<file path="config.mk">
export PLATFORM = sky130hd
export DESIGN_NAME = hsa_ctrl
export DESIGN_NICKNAME = d
export VERILOG_FILES = /design/src/design/hsa_pkg.sv /design/src/design/hsa_ctrl.sv
export SDC_FILE = /design/constraint.sdc
export NUM_CORES = 1
export LEC_CHECK = 0
export BUFFER_PORTS_ARGS = -buffer_cell sky130_fd_sc_hd__buf_2
export CORE_AREA = 2 2 39 41
export DETAILED_ROUTE_END_ITERATION = 7
export DIE_AREA = 0 0 41 43
export SETUP_SLACK_MARGIN = 0.2
export SLEW_MARGIN = 10
export SYNTH_ARGS = -nofsm -noshare
export SYNTH_HDL_FRONTEND = slang
export SYNTH_SLANG_ARGS = --single-unit
</file>
<file path="constraint.sdc">
create_clock -name clock -period 1.81 [get_ports clock]
set_clock_uncertainty 0.2 [all_clocks]
set_input_delay 0.181 -clock clock [delete_from_list [all_inputs] [get_ports clock]]
set_output_delay 0.181 -clock clock [all_outputs]
set_load 0.01 [all_outputs]
</file>
<file path="src/design/hsa_pkg.sv">
// ----------------------------------------------------------------------------
// hsa_pkg
// Types and constants shared by the slot allocator's controller, datapath and
// top level.
// ----------------------------------------------------------------------------
package hsa_pkg;

   localparam int SlotCapacity = 1024;
   localparam int IndexWidth   = 10;
   localparam int CountWidth   = 11;
   localparam int TagWidth     = 32;
   localparam int SlotArgWidth = 11;
   localparam int StatusWidth  = 3;
   localparam int ActionWidth  = 2;

   localparam logic [ActionWidth-1:0] ActAlloc   = 2'd0;
   localparam logic [ActionWidth-1:0] ActFree    = 2'd1;
   localparam logic [ActionWidth-1:0] ActDisable = 2'd2;

   localparam logic [StatusWidth-1:0] StOk       = 3'd0;
   localparam logic [StatusWidth-1:0] StDisabled = 3'd1;
   localparam logic [StatusWidth-1:0] StFull     = 3'd2;
   localparam logic [StatusWidth-1:0] StMismatch = 3'd3;
   localparam logic [StatusWidth-1:0] StIgnored  = 3'd4;
   localparam logic [StatusWidth-1:0] StRange    = 3'd5;

   typedef enum logic [1:0] {
      StIdle,
      StExec,
      StGrow
   } state_type;

   // controller to datapath
   typedef struct packed {
      logic load;     // latch the request, start the table and stack reads
      logic commit;   // apply the request and load the response register
      logic sweep;    // clear one new slot and push its index
   } cmd_type;

   // datapath to controller
   typedef struct packed {
      logic out_free;     // response register can take a result this cycle
      logic grow_needed;  // committing now opens new slots to be pushed
      logic sweep_last;   // current sweep slot is the last new one
   } stat_type;

endpackage

</file>
<file path="src/design/hsa_ctrl.sv">
// ----------------------------------------------------------------------------
// hsa_ctrl
// Sequencer: take a request, commit it once the response register is free,
// then walk the new slots of a table growth step.
// ----------------------------------------------------------------------------
module hsa_ctrl
   import hsa_pkg::*;
(
   input  logic     clock,
   input  logic     reset,
   input  logic     req_valid,
   output logic     req_ready,
   input  stat_type stat,
   output cmd_type  cmd
);

   state_type state_ff;
   state_type state_in;

   always_ff @(posedge clock) begin
      if (reset) begin
         state_ff <= StIdle;
      end else begin
         state_ff <= state_in;
      end
   end

   always_comb begin
      state_in = state_ff;
      unique case (state_ff)
         StIdle: begin
            if (req_valid) begin
               state_in = StExec;
            end
         end
         StExec: begin
            if (stat.out_free) begin
               state_in = stat.grow_needed ? StGrow : StIdle;
            end
         end
         StGrow: begin
            if (stat.sweep_last) begin
               state_in = StIdle;
            end
         end
         default: state_in = StIdle;
      endcase
   end

   always_comb begin
      cmd       = '0;
      req_ready = 1'b0;
      unique case (state_ff)
         StIdle: begin
            req_ready = 1'b1;
            cmd.load  = req_valid;
         end
         StExec: begin
            cmd.commit = stat.out_free;
         end
         StGrow: begin
            cmd.sweep = 1'b1;
         end
         default: ;
      endcase
   end

endmodule

</file>
==> results.json <==
{
  "hold_end": "state_ff[1]",
  "stdcell_area_um2": 224.0,
  "synth_top_area_frac": 0.3048,
  "initial_core_util": 0.09494,
  "p_leak_nw": 0.09878,
  "synthCells": 15,
  "io-pin-count": 10,
  "critPathBufInv": 1,
  "ant_nets": 0,
  "fillers": 161,
  "ys_seq_area_frac": 0.3048,
  "ys_ff_latch": 2,
  "cts_tree": "yes",
  "period_share": 0.7762,
  "hold_viol": 0,
  "insertedDiodeCount": 0,
  "crit_required_ns": 1.43,
  "path_class": "flop to output port",
  "drt_iter0_drc": 0,
  "dpl_cell_area_um2": 191.4,
  "timing.final.setup_violations": 0,
  "slowest_delay_ns": 0.43,
  "drt_wl_total_um": 315,
  "drc": 0,
  "die_area_um2": 1763,
  "viasPerCell": 3.395,
  "worstReg2RegStart": "state_ff[0]",
  "reg2reg_depth": 2,
  "path_clk_slew_ns": 0.03,
  "largest-register": "state_ff",
  "area_growth_pct": 70.48,
  "largest_register_ffs": 2,
  "synthesis.nets": 21,
  "cts_buffers": 3,
  "portBuffers": 9,
  "overflow": 0,
  "holdPathStages": 3,
  "post-route-min-period_ns": 1.405,
  "slew_violations": 0,
  "grt_pass1_vias": 114,
  "fin_util": 0.1618,
  "p_seq_frac": 0.287,
  "intPower_uw": 135.8,
  "status": "finished, final reports clean",
  "cp_cell_sequence": "nor2_1 > and2_1 > buf_2",
  "multi_input_area_um2": 82.58,
  "core_area_um2": 1384,
  "clkSinkCount": 2,
  "cts_buffer_depth": 2,
  "grt_max_degree": 9,
  "dr.pass1.iters": 1,
  "placementRows": 14,
  "antenna_found_initial": 0,
  "relSlewSlack": 0.8461,
  "switching_power_uw": 40.59,
  "cp_top_family": "flip-flops",
  "setup_tns_ns": 0,
  "r2r_end": "state_ff[1]",
  "root_buffer": "clkbuf_4",
  "path_max_fanout": 8,
  "yosys_warnings": 0,
  "netlist_area_um2": 131.4,
  "synth_top_cells_by_area": "dfxtp_1, a221oi_2, mux2i_1",
  "reg.largest.list": "state_ff: 2 flops",
  "fp.dieH_um": 43,
  "clkLatencyLatePin_ns": 0.22,
  "r2r_slack_ns": 0.57,
  "endpoint_kind": "output port",
  "grtUsageTotal": 0.03704,
  "wl_per_cell_um": 7.326,
  "cp.arrival_ns": 1.02,
  "combinationalPowerShare": 0.159,
  "worst-slew-pin-transition_ns": 0.2305,
  "regArea_um2": 40.04,
  "start_kind": "flop",
  "yosysTopAreaCell": "dfxtp_1",
  "hold_start": "stat[0]",
  "max_freq_mhz": 711.8,
  "switching_share": 0.2301,
  "power.share.clock": 0.553,
  "htreeDepth": 1,
  "grt_first_pass_wirelength_um": 386,
  "cap_violations": 0,
  "cp-startpoint": "state_ff[0]",
  "synth_cell_type_count": 13,
  "dieWidth_um": 41,
  "drive_gt1_frac": 0.4815,
  "cts_setup_buffers": 0,
  "cp_slowest_cell": "dfxtp_1",
  "hp-class": "input pin to flop",
  "power_density_nw_per_um2": 787.5,
  "peakVddDrop_mv": 0.1306,
  "rsz0062_at_grt": "no",
  "via_count": 146,
  "synth_area_per_cell_um2": 8.758,
  "gp_congestion": 0.5819,
  "nNetsFinal": 35
}
[cell families after synthesis]
logic type | after synthesis | share of synthesized area
flops | 2 | 0.3048
mux | 1 | 0.07619
compound gates | 2 | 0.1714
buf+inv | 2 | 0.06660
simple gates | 8 | 0.3811
[synth_stat cells]
master / count
nor2_1: 2
a221oi_2: 1
a211oi_1: 1
dfxtp_1: 2
and3_1: 1
and2_1: 1
nand2b_1: 1
or2b_1: 1
nand3b_1: 1
inv_1: 1
clkbuf_2: 1
mux2i_1: 1
or3b_1: 1
[placed cells by master (no fill, tap or decap), drive strengths merged, types with 2 or more instances in the layout]
cell type	Yosys	layout
dfxtp	2	2
nor2	2	2
buf	0	9
clkbuf	1	3
[repair_timing]
| action | 4_1_cts | 5_1_grt |
|---|---|---|
| resized for setup | 0 | 0 |
| hold buffers | 1 | 0 |
| endpoints found under the setup margin | 0 | 0 |
| hold endpoints to repair | 2 | 0 |
[routing by layer]
| metal | share of wire | vias to the layer above | track usage |
|---|---|---|---|
| li1 | - | 77 | - |
| met1 | 0.41 | 64 | 0.03185 |
| met2 | 0.51 | 5 | 0.04688 |
| met3 | 0.070 | 0 | 0.01571 |
| met4 | 0 | 0 | 0.06000 |
| met5 | 0 | - | 0 |
[metrics by stage]
step / hold slack (ns) / power, mW / instances / worst slack (ns)
floorplan: 0.04725 / 0.06596 / 15 / 0.5402
global placement: 0.1709 / 0.07805 / 39 / 0.5704
detailed placement: 0.1674 / 0.07805 / 39 / 0.5677
CTS: 0.02180 / 0.1840 / 43 / 0.3933
global route: 0.03326 / 0.1876 / 43 / 0.3193
finish: 0.03153 / 0.1764 / 43 / 0.4051
[power groups by stage]
stage                     logic, mW  clock network [mW]  registers [mW]
after floorplan              0.0179                   0          0.0481
after global routing         0.0313               0.105          0.0516
after global placement       0.0269                   0          0.0512
after detailed placement     0.0268                   0          0.0512
final                        0.0281              0.0976          0.0507
after CTS                    0.0287               0.105          0.0506
[layout make-up]
class / instances / area share
Multi-Input combinational cell: 11 / 0.3687
Clock buffer: 3 / 0.1006
Timing Repair Buffer: 10 / 0.2458
Tap cell: 16 / 0.08939
Inverter: 1 / 0.01676
Sequential cell: 2 / 0.1788
[worst max-delay path by stage]
stage	to	slack, ns	depth (start not counted)
3_3_place_gp	state_ff[1]	0.57	2
2_1_floorplan	state_ff[1]	0.54	3
3_5_place_dp	state_ff[1]	0.57	2
4_1_cts	cmd[2]	0.39	3
5_1_grt	cmd[2]	0.32	3
6_report	cmd[2]	0.41	3
[worst register-to-register path, cell delays in order (launching register included)]
cell and delay, ns:
dfxtp_1 0.36, or3b_1 0.41, a221oi_2 0.20
No activity file was read; power rests on OpenSTA's default activity.
